===== src/sv/itar_pkg.sv =====
// Shared types, widths and helpers for the integer-to-ASCII radix converter.
// No dependencies; imported by every module of the block.
package itar_pkg;

   localparam int VALUE_WIDTH = 32;
   localparam int RADIX_WIDTH = 5;
   localparam int DIGIT_WIDTH = 4;
   localparam int CHAR_WIDTH  = 8;
   localparam int ADDR_WIDTH  = $clog2(VALUE_WIDTH);
   localparam int COUNT_WIDTH = $clog2(VALUE_WIDTH + 1);
   localparam int STEP_WIDTH  = $clog2(VALUE_WIDTH);

   localparam logic [RADIX_WIDTH-1:0] RADIX_MIN     = RADIX_WIDTH'(2);
   localparam logic [RADIX_WIDTH-1:0] RADIX_MAX     = RADIX_WIDTH'(16);
   localparam logic [RADIX_WIDTH-1:0] RADIX_DECIMAL = RADIX_WIDTH'(10);
   localparam logic [CHAR_WIDTH-1:0]  CHAR_ZERO     = CHAR_WIDTH'(8'h30);
   localparam logic [CHAR_WIDTH-1:0]  CHAR_ALPHA    = CHAR_WIDTH'(8'h41);
   localparam logic [CHAR_WIDTH-1:0]  CHAR_MINUS    = CHAR_WIDTH'(8'h2D);
   localparam logic [DIGIT_WIDTH-1:0] DIGIT_TEN     = DIGIT_WIDTH'(10);

   typedef struct packed {
      logic signed [VALUE_WIDTH-1:0] number;
      logic [RADIX_WIDTH-1:0]        radix;
   } req_data_type;

   typedef struct packed {
      logic [CHAR_WIDTH-1:0] character;
      logic                  last;
   } rsp_data_type;

   typedef struct packed {
      logic                   start;
      logic [VALUE_WIDTH-1:0] dividend;
      logic [RADIX_WIDTH-1:0] radix;
   } div_cmd_type;

   typedef struct packed {
      logic                   done;
      logic [DIGIT_WIDTH-1:0] digit;
      logic                   quotient_zero;
      logic [VALUE_WIDTH-1:0] quotient;
   } div_res_type;

   typedef struct packed {
      logic                   we;
      logic [ADDR_WIDTH-1:0]  addr;
      logic [DIGIT_WIDTH-1:0] digit;
   } store_wr_type;

   typedef struct packed {
      logic                   start;
      logic                   sign;
      logic [COUNT_WIDTH-1:0] count;
   } emit_cmd_type;

   typedef enum logic [1:0] {
      CTRL_IDLE,
      CTRL_DIVIDE,
      CTRL_EMIT
   } ctrl_state_type;

   typedef enum logic [1:0] {
      EMIT_IDLE,
      EMIT_SIGN,
      EMIT_FETCH,
      EMIT_LOAD
   } emit_state_type;

   function automatic logic [RADIX_WIDTH-1:0] sat_radix(input logic [RADIX_WIDTH-1:0] r);
      logic [RADIX_WIDTH-1:0] s;
      s = r;
      if (r < RADIX_MIN) s = RADIX_MIN;
      if (r > RADIX_MAX) s = RADIX_MAX;
      return s;
   endfunction

   function automatic logic [CHAR_WIDTH-1:0] digit_char(input logic [DIGIT_WIDTH-1:0] d);
      logic [CHAR_WIDTH-1:0] c;
      if (d > 4'(9)) c = CHAR_ALPHA + CHAR_WIDTH'(d - DIGIT_TEN);
      else c = CHAR_ZERO + CHAR_WIDTH'(d);
      return c;
   endfunction

endpackage


===== src/sv/itar_divider.sv =====
// Bit-serial restoring divider: one quotient bit per cycle, remainder one digit.
// Depends on itar_pkg.
module itar_divider (
   input  logic                 clock,
   input  logic                 reset,
   input  itar_pkg::div_cmd_type cmd,
   output itar_pkg::div_res_type res
);
   import itar_pkg::*;

   logic [VALUE_WIDTH-1:0] quo_ff, quo_in;
   logic [DIGIT_WIDTH-1:0] rem_ff, rem_in;
   logic [RADIX_WIDTH-1:0] radix_ff, radix_in;
   logic [STEP_WIDTH-1:0]  step_ff, step_in;
   logic                   busy_ff, busy_in;
   logic                   done_ff, done_in;
   logic [RADIX_WIDTH-1:0] trial;
   logic                   fits;

   assign trial = {rem_ff, quo_ff[VALUE_WIDTH-1]};
   assign fits  = trial >= radix_ff;

   always_comb begin
      quo_in   = quo_ff;
      rem_in   = rem_ff;
      radix_in = radix_ff;
      step_in  = step_ff;
      busy_in  = busy_ff;
      done_in  = 1'b0;
      if (cmd.start) begin
         quo_in   = cmd.dividend;
         rem_in   = '0;
         radix_in = cmd.radix;
         step_in  = '0;
         busy_in  = 1'b1;
      end else if (busy_ff) begin
         quo_in  = {quo_ff[VALUE_WIDTH-2:0], fits};
         rem_in  = fits ? DIGIT_WIDTH'(trial - radix_ff) : trial[DIGIT_WIDTH-1:0];
         step_in = step_ff + STEP_WIDTH'(1);
         if (step_ff == STEP_WIDTH'(VALUE_WIDTH - 1)) begin
            busy_in = 1'b0;
            done_in = 1'b1;
         end
      end
   end

   always_ff @(posedge clock) begin
      if (reset) begin
         busy_ff <= 1'b0;
         done_ff <= 1'b0;
         step_ff <= '0;
      end else begin
         busy_ff <= busy_in;
         done_ff <= done_in;
         step_ff <= step_in;
      end
      quo_ff   <= quo_in;
      rem_ff   <= rem_in;
      radix_ff <= radix_in;
   end

   assign res.done          = done_ff;
   assign res.digit         = rem_ff;
   assign res.quotient      = quo_ff;
   assign res.quotient_zero = (quo_ff == '0);

   a_start_when_free: assert property (@(posedge clock) disable iff (reset)
      cmd.start |-> !busy_ff) else $error("divider started while busy");
   a_done_single: assert property (@(posedge clock) disable iff (reset)
      done_ff |=> !done_ff) else $error("divider done held");
   a_rem_below_radix: assert property (@(posedge clock) disable iff (reset)
      done_ff |-> (RADIX_WIDTH'(rem_ff) < radix_ff)) else $error("remainder not below radix");

endmodule


===== src/sv/itar_emitter.sv =====
// Digit store and character emitter: optional sign, then stored digits most significant first.
// Depends on itar_pkg.
module itar_emitter (
   input  logic                   clock,
   input  logic                   reset,
   input  itar_pkg::store_wr_type wr,
   input  itar_pkg::emit_cmd_type cmd,
   output logic                   done,
   output logic                   rsp_valid,
   input  logic                   rsp_stall,
   output itar_pkg::rsp_data_type rsp_data
);
   import itar_pkg::*;

   logic [DIGIT_WIDTH-1:0] mem [VALUE_WIDTH];
   logic [DIGIT_WIDTH-1:0] rd_ff;
   logic [ADDR_WIDTH-1:0]  rd_addr;

   emit_state_type         state_ff, state_in;
   logic [COUNT_WIDTH-1:0] idx_ff, idx_in;
   logic                   valid_ff, valid_in;
   rsp_data_type           data_ff, data_in;
   logic                   out_free;

   assign rd_addr  = ADDR_WIDTH'(idx_ff - COUNT_WIDTH'(1));
   assign out_free = !valid_ff || !rsp_stall;

   always_ff @(posedge clock) begin
      if (wr.we) mem[wr.addr] <= wr.digit;
      rd_ff <= mem[rd_addr];
   end

   always_comb begin
      state_in = state_ff;
      idx_in   = idx_ff;
      valid_in = valid_ff && rsp_stall;
      data_in  = data_ff;
      done     = 1'b0;
      case (state_ff)
         EMIT_IDLE: begin
            if (cmd.start) begin
               idx_in   = cmd.count;
               state_in = cmd.sign ? EMIT_SIGN : EMIT_FETCH;
            end
         end
         EMIT_SIGN: begin
            if (out_free) begin
               valid_in          = 1'b1;
               data_in.character = CHAR_MINUS;
               data_in.last      = 1'b0;
               state_in          = EMIT_FETCH;
            end
         end
         EMIT_FETCH: state_in = EMIT_LOAD;
         EMIT_LOAD: begin
            if (out_free) begin
               valid_in          = 1'b1;
               data_in.character = digit_char(rd_ff);
               data_in.last      = (idx_ff == COUNT_WIDTH'(1));
               idx_in            = idx_ff - COUNT_WIDTH'(1);
               if (idx_ff == COUNT_WIDTH'(1)) begin
                  state_in = EMIT_IDLE;
                  done     = 1'b1;
               end else begin
                  state_in = EMIT_FETCH;
               end
            end
         end
         default: state_in = EMIT_IDLE;
      endcase
   end

   always_ff @(posedge clock) begin
      if (reset) begin
         state_ff <= EMIT_IDLE;
         valid_ff <= 1'b0;
         idx_ff   <= '0;
      end else begin
         state_ff <= state_in;
         valid_ff <= valid_in;
         idx_ff   <= idx_in;
      end
      data_ff <= data_in;
   end

   assign rsp_valid = valid_ff;
   assign rsp_data  = data_ff;

   a_start_idle: assert property (@(posedge clock) disable iff (reset)
      cmd.start |-> (state_ff == EMIT_IDLE)) else $error("emit start while busy");
   a_no_write_busy: assert property (@(posedge clock) disable iff (reset)
      wr.we |-> (state_ff == EMIT_IDLE)) else $error("store written during emission");
   a_load_nonempty: assert property (@(posedge clock) disable iff (reset)
      (state_ff == EMIT_LOAD) |-> (idx_ff != '0)) else $error("emit with no digits left");

endmodule


===== src/sv/integer_to_ascii_radix_top.sv =====
// Top level: input capture, sign and magnitude, per-digit division sequencing.
// Depends on itar_pkg, itar_divider and itar_emitter.
// Sequencing: each digit takes a full bit-serial division in the serial divider, then
// each digit is emitted by a store read and a load, after a sign if one is needed.
// Throughput: one number at a time; new requests are stalled until emission ends.
// Reset: synchronous, active high; clears control state, digit store is not cleared.
module integer_to_ascii_radix_top (
   input  logic                   clock,
   input  logic                   reset,
   input  logic                   req_valid,
   output logic                   req_stall,
   input  itar_pkg::req_data_type req_data,
   output logic                   rsp_valid,
   input  logic                   rsp_stall,
   output itar_pkg::rsp_data_type rsp_data
);
   import itar_pkg::*;

   ctrl_state_type         state_ff, state_in;
   logic [COUNT_WIDTH-1:0] count_ff, count_in;
   logic [RADIX_WIDTH-1:0] radix_ff, radix_in;
   logic                   neg_ff, neg_in;
   logic [COUNT_WIDTH-1:0] count_next;
   logic                   accept;
   logic                   emit_done;
   logic                   neg;
   logic [VALUE_WIDTH-1:0] mag;
   logic [RADIX_WIDTH-1:0] radix_sat;

   div_cmd_type  div_cmd;
   div_res_type  div_res;
   store_wr_type wr;
   emit_cmd_type emit_cmd;

   assign req_stall  = (state_ff != CTRL_IDLE);
   assign accept     = req_valid && !req_stall;
   assign neg        = req_data.number[VALUE_WIDTH-1];
   assign mag        = neg ? (~req_data.number + VALUE_WIDTH'(1)) : req_data.number;
   assign radix_sat  = sat_radix(req_data.radix);
   assign count_next = count_ff + COUNT_WIDTH'(1);

   always_comb begin
      state_in         = state_ff;
      count_in         = count_ff;
      radix_in         = radix_ff;
      neg_in           = neg_ff;
      div_cmd.start    = 1'b0;
      div_cmd.dividend = div_res.quotient;
      div_cmd.radix    = radix_ff;
      wr.we            = 1'b0;
      wr.addr          = count_ff[ADDR_WIDTH-1:0];
      wr.digit         = div_res.digit;
      emit_cmd.start   = 1'b0;
      emit_cmd.sign    = neg_ff && (radix_ff == RADIX_DECIMAL);
      emit_cmd.count   = count_next;
      case (state_ff)
         CTRL_IDLE: begin
            if (accept) begin
               radix_in         = radix_sat;
               neg_in           = neg;
               count_in         = '0;
               div_cmd.start    = 1'b1;
               div_cmd.dividend = mag;
               div_cmd.radix    = radix_sat;
               state_in         = CTRL_DIVIDE;
            end
         end
         CTRL_DIVIDE: begin
            if (div_res.done) begin
               wr.we    = 1'b1;
               count_in = count_next;
               if (div_res.quotient_zero || count_next == COUNT_WIDTH'(VALUE_WIDTH)) begin
                  emit_cmd.start = 1'b1;
                  state_in       = CTRL_EMIT;
               end else begin
                  div_cmd.start = 1'b1;
               end
            end
         end
         CTRL_EMIT: begin
            if (emit_done) state_in = CTRL_IDLE;
         end
         default: state_in = CTRL_IDLE;
      endcase
   end

   always_ff @(posedge clock) begin
      if (reset) begin
         state_ff <= CTRL_IDLE;
         count_ff <= '0;
         neg_ff   <= 1'b0;
      end else begin
         state_ff <= state_in;
         count_ff <= count_in;
         neg_ff   <= neg_in;
      end
      radix_ff <= radix_in;
   end

   itar_divider u_divider (
      .clock (clock),
      .reset (reset),
      .cmd   (div_cmd),
      .res   (div_res)
   );

   itar_emitter u_emitter (
      .clock     (clock),
      .reset     (reset),
      .wr        (wr),
      .cmd       (emit_cmd),
      .done      (emit_done),
      .rsp_valid (rsp_valid),
      .rsp_stall (rsp_stall),
      .rsp_data  (rsp_data)
   );

   a_count_bound: assert property (@(posedge clock) disable iff (reset)
      (state_ff == CTRL_DIVIDE) |-> (count_ff < COUNT_WIDTH'(VALUE_WIDTH)))
      else $error("digit count overflow");

endmodule

===== config.mk =====
export PLATFORM = sky130hd
export DESIGN_NAME = integer_to_ascii_radix_top
export DESIGN_NICKNAME = d
export VERILOG_FILES = /design/src/sv/itar_pkg.sv /design/src/sv/itar_divider.sv /design/src/sv/itar_emitter.sv /design/src/sv/integer_to_ascii_radix_top.sv
export SDC_FILE = /design/constraint.sdc
export NUM_CORES = 1
export LEC_CHECK = 0
export BUFFER_PORTS_ARGS = -buffer_cell sky130_fd_sc_hd__buf_2
export CAP_MARGIN = 20
export CORE_AREA = 8 8 145 147
export DETAILED_ROUTE_END_ITERATION = 10
export DIE_AREA = 0 0 153 155
export HOLD_SLACK_MARGIN = 0.02
export PLACE_DENSITY = 0.8
export SYNTH_ARGS = -nofsm -noshare
export SYNTH_HDL_FRONTEND = slang
export SYNTH_SLANG_ARGS = --single-unit

===== constraint.sdc =====
create_clock -name clock -period 6.8 [get_ports clock]
set_input_delay 2.04 -clock clock [delete_from_list [all_inputs] [get_ports clock]]
set_output_delay 2.04 -clock clock [all_outputs]
set_load 0.01 [all_outputs]

After elaboration in Yosys (flattened, before gate mapping):

Memories as Yosys holds them, arrays and structs flattened. A register that Yosys moved wholly into a read port is not among the register bits.
Index checks and enable logic that the tools add are counted.

* bits in registers: 80
* bits in writable memories: 128
* input port bits: 41
* logic and storage cells: 122
* memories kept: 1

* add/sub/neg operators: 8
* magnitude comparators: 4
* equality and inequality tests: 18
* muxes and demuxes: 48
* bitwise gates (word level): 2
* reduce and logical (&&, ||, !) cells: 26

Memories
* u_emitter.mem: words 32, width 4, rd ports 1, clocked after Yosys merged registers in 1, wr ports 1, line itar_emitter.sv:15 `logic [DIGIT_WIDTH-1:0] mem [VALUE_WIDTH];`

Operator list (count)
* $mux 32: 3
* $mux 38: 1
* $mux 37: 1
* $add 32x2->32 const B: 1
* $logic_not 32->1: 1
* $not 32->32: 1
* $mux 6: 4
* $pmux 6 s2: 2
* $mux 1: 18
* $mux 2: 9
* $mux 9: 2
* $pmux 9 s2: 1
* $reduce_and 3->1: 5
* $mux 5: 2
* $ne 2x2->1 const B: 5
* $reduce_bool 2->1: 5
* $add 7x8->8 const A: 1
* $mux 8: 1
* $ne 2x1->1 const B: 4
* $pmux 2 s4: 1
* $add 6x4->7 const A: 1
* $add 6x1->6 const B: 1
* $eq 2x2->1 const B: 3
* $eq 6x1->1 const B: 1
* other kinds (24): 32

Depth between registers and ports, before layout:

* depth after elaboration: 8
* mapped depth: 9

Modules after synthesis:

A second synthesis with hierarchy kept.

* cells, all modules: 828
* area total of the unflattened synthesis: 10472.5 um^2

Modules (own cells, without submodules)
* itar_emitter: times used 1, cells each 397, area each 6403.6 um^2, seq. area each 4344.2 um^2
* itar_divider: times used 1, cells each 157, area each 2224.6 um^2, seq. area each 1331.3 um^2
* integer_to_ascii_radix_top: times used 1, cells each 274, area each 1844.3 um^2, seq. area each 330.3 um^2

Worst setup path before layout:

Ideal clock, no wire load.

* kind: in2reg
* start: input req_valid
* end: register u_divider.quo_ff[0], enable pin
* library setup time: 0.478 ns
* data arrival time: 3.156 ns
* required time: 6.322 ns
* path slack: 3.166 ns
* stages: 3
* path buffers: 1
* cells stage by stage: nand2_1 clkbuf_1 nand2_1

* cells in the longest elaborated chain, start to end: 5
* elaborated cells on any way between the ends: 7

RTL lines
* start: declaration: line integer_to_ascii_radix_top.sv:10 `input logic req_valid,`
* $logic_and 1x1->1 *: line integer_to_ascii_radix_top.sv:36 `assign accept = req_valid && !req_stall;`
* $mux 38: line integer_to_ascii_radix_top.sv:58 `if (accept) begin`
* $pmux 1 s2: line integer_to_ascii_radix_top.sv:56 `case (state_ff)`
* $ne 2x1->1 (no source line), or another cell as far along
* $reduce_and 3->1 (no source line) *
* end signal: assignment: line itar_divider.sv:57 `quo_ff <= quo_in;`
* end: declaration: line itar_divider.sv:11 `logic [VALUE_WIDTH-1:0] quo_ff, quo_in;`

Every way passes the cells marked *; elsewhere a longest branch is shown, timed or not. The select of a mux whose other input is x is not followed.
A chain may end at the register's enable or synchronous reset.

Worst setup path in the final report:

* start: input req_valid
* end: register u_divider.step_ff[2]

* cells in the longest elaborated chain, start to end: 4

RTL lines
* $logic_and 1x1->1: line integer_to_ascii_radix_top.sv:36
* $mux 38: line integer_to_ascii_radix_top.sv:58
* $pmux 1 s2: line integer_to_ascii_radix_top.sv:56
* $reduce_or 2->1 (no source line)
* end signal: assignment: line itar_divider.sv:55 `step_ff <= step_in;`
* end: declaration: line itar_divider.sv:14 `logic [STEP_WIDTH-1:0] step_ff, step_in;`

No other way between the ends. The select of a mux whose other input is x is not followed.

==> out/qor.yml <==
rsz0062_at_grt: "false"
worstHoldPathType: "reg2reg"
synth_area_sq_um: 10000
cts_setup_buffers: 0
power_frac_seq_pct: 51.5
swShare_pct: 21.8
postRouteAntennaNets: 0
relSlewSlack_pct: 31.2
wl_per_cell_microns: 20.3
grt.total_usage_pct: 17.0
cts-resized-gates: 0
syn2layout_area_growth_pct: 12.2
min_from: "neg_ff"
core_area_sq_um: 19000
grt_pass1_wl_microns: 32500
peakVddDrop_v: 0.000157
vias: 6201
io_buffers: 50
synth_ff_type: "edfxtp_1"
synth_edf_count: 178
drtIter0Drc: 506
setup_tns_ps: 0
yosys.area.top_type: "edfxtp_1"
timing.final.crit_share_pct: 60.8
worstSetupEndpointType: "register"
first_global_vias: 6109
maxCapViolations: 0
pwr-share-comb_pct: 7.0
final_cell_mix: "178 x edfxtp_1, 63 x nor2_1, 50 x buf_2"
ys_seq_elements: 211
clock-sinks: 211
antenna_found_initial: 0
synth_top_area_share_pct: 53.3
final_nets: 819
fmax_mhz: 242
die_y_microns: 155
syn_inst: 710
p_int_mw: 2.31
totalWireLength_microns: 20500
layout-drive-gt1-share_pct: 17.3
antenna_cells: 0
clock_latency_ps: 500
die_w_microns: 153
ctsHoldBuffers: 0
worst_pin_slew_ps: 1020
clock_skew_ps: 16.8
async_flop_share_pct: 0
criticalPathCategory: "in2reg"
reg2reg_slack_ps: 3510
drc: 0
ios: 52
fin_area_sq_um: 11300
synth_area_leaders: "edfxtp_1 53%, dfxtp_1 6.6%, mux4_1 6.5%"
overflow: 0
hold_viol: 0
r2r-start: "count_ff[2]"
yosysSeqAreaShare_pct: 59.9
required_ps: 7200
clkPwrFrac_pct: 41.5
placed_area_sq_um: 10400
numCtsBuffers: 22
post-dp-hpwl_microns: 13500
startpoint: "req_valid"
setup_viol: 0
syn-num-nets: 771
postSynthAreaPerCell_sq_um: 14.1
cts_tree: "yes"
yosysWarnings: 0
grt_max_degree: 37
layout_commonest_cell: "edfxtp_1"
fin_crit_ps: 4130
synthDistinctLibCells: 71
crit_arrival_ps: 4540
power_density_nw_per_um2: 262
slew_violations: 0
first_pass_iters: 5
path_max_fanout: 33
vias_per_cell: 6.13
start_util_pct: 52.9
die_area_sq_um: 23700
path_clk_slew_ps: 60
outcome: "completed"
h-tree-depth: 1
p_switching_uw: 643
root_buffer: "clkbuf_16"
power.leakage_nw: 3.79
globalplace.congestion: 0.842
start_kind: "primary input"
num_rows: 51
clock_path_buffers: 3
==> routing by layer <==
layer / global-route usage, % / vias to the layer above / share of wire (%)
met4: 5.42 / 0 / 2.2
li1: - / 2879 / -
met5: 0 / - / 0
met2: 30.2 / 223 / 51
met3: 2.39 / 37 / 5.4
met1: 21.2 / 3062 / 42
==> per-stage QoR <==
stage | utilization, % | instances | total power [mW] | setup slack (ps) | hold slack (ps)
6_report | 59.4 | 1011 | 2.95 | 2670 | 469
5_1_grt | 59.4 | 1011 | 3.05 | 2370 | 486
4_1_cts | 58.9 | 1006 | 2.95 | 2660 | 472
3_5_place_dp | 54.9 | 967 | 1.74 | 2180 | 464
3_3_place_gp | 54.9 | 967 | 1.73 | 2220 | 447
2_1_floorplan | - | 710 | 1.67 | 3170 | 436
==> state kept, by name (all words and copies together), names as in the netlist <==
register             cells
u_divider.quo_ff        32
u_divider.busy_ff        1
state_ff                 2
count_ff                 6
u_divider.rem_ff         4
u_emitter.idx_ff         6
u_emitter.rsp_data       8
u_emitter.rsp_valid      1
u_divider.done_ff        1
u_emitter.state_ff       2
u_emitter.mem          128
u_divider.radix_ff       5
neg_ff                   1
radix_ff                 5
u_divider.step_ff        5
u_emitter.rd_ff          4
==> kinds of logic after synthesis <==
| logic type | count (synthesis) | share of synthesized area, % |
|---|---|---|
| simple gates | 205 | 10.5 |
| other cells | 1 | 0.0374 |
| fa+ha+maj | 20 | 2.57 |
| compound gates | 120 | 9.28 |
| xor+xnor | 44 | 3.84 |
| buf+inv | 58 | 2.82 |
| flops | 211 | 59.9 |
| mux | 51 | 11.1 |
==> power by group through the flow <==
stage                     Clock (mW)  Combinational, mW  Sequential [mW]
after floorplan                    0              0.124             1.54
after global placement             0              0.162             1.57
after detailed placement           0              0.167             1.57
after CTS                       1.24              0.168             1.55
after global routing            1.29              0.230             1.53
final                           1.22              0.207             1.52
==> cells in the mapped netlist, types with 3 or more instances <==
master / instances
edfxtp_1: 178
nor2_1: 63
nand2_1: 47
dfxtp_1: 33
xnor2_1: 28
mux4_1: 25
inv_1: 22
a22o_1: 19
ha_1: 19
clkbuf_1: 18
a21oi_1: 17
nor3_1: 16
o21ai_0: 16
xor2_1: 16
mux4_2: 15
nor4_1: 12
o31ai_1: 12
o2bb2ai_1: 11
nand3_1: 10
nand4_1: 9
mux2_2: 7
nand2b_1: 7
o211ai_1: 7
buf_2: 6
nand3b_1: 6
nor2b_1: 6
a211oi_1: 5
nor3b_1: 5
o41ai_1: 5
and2_1: 4
mux2i_1: 4
or3_1: 4
a21o_1: 3
a22oi_1: 3
dlygate4sd1_1: 3
nand4b_1: 3
o41ai_2: 3
==> path summary, 6_finish.rpt <==
| kind | end | cells after the start |
|---|---|---|
| setup reg to reg | u_divider.step_ff[2] | 6 |
| hold / removal | neg_ff | 2 |
| setup / recovery | u_divider.step_ff[2] | 6 |
| hold reg to reg | neg_ff | 2 |
==> layout make-up <==
class	instances	area, sq um
Sequential cell	211	6010
Clock buffer	28	637
Inverter	24	90.1
Timing Repair Buffer	58	365
Fill cell	1388	7690
Clock inverter	11	116
Tap cell	238	298
Multi-Input combinational cell	441	3740
==> critical path: stages <==
cell and delay (ps):
buf_2 110, nand2_1 480, inv_2 440, a31oi_4 830, inv_2 320, nor3_1 310
Note: power is estimated with default switching activity, not from simulation.
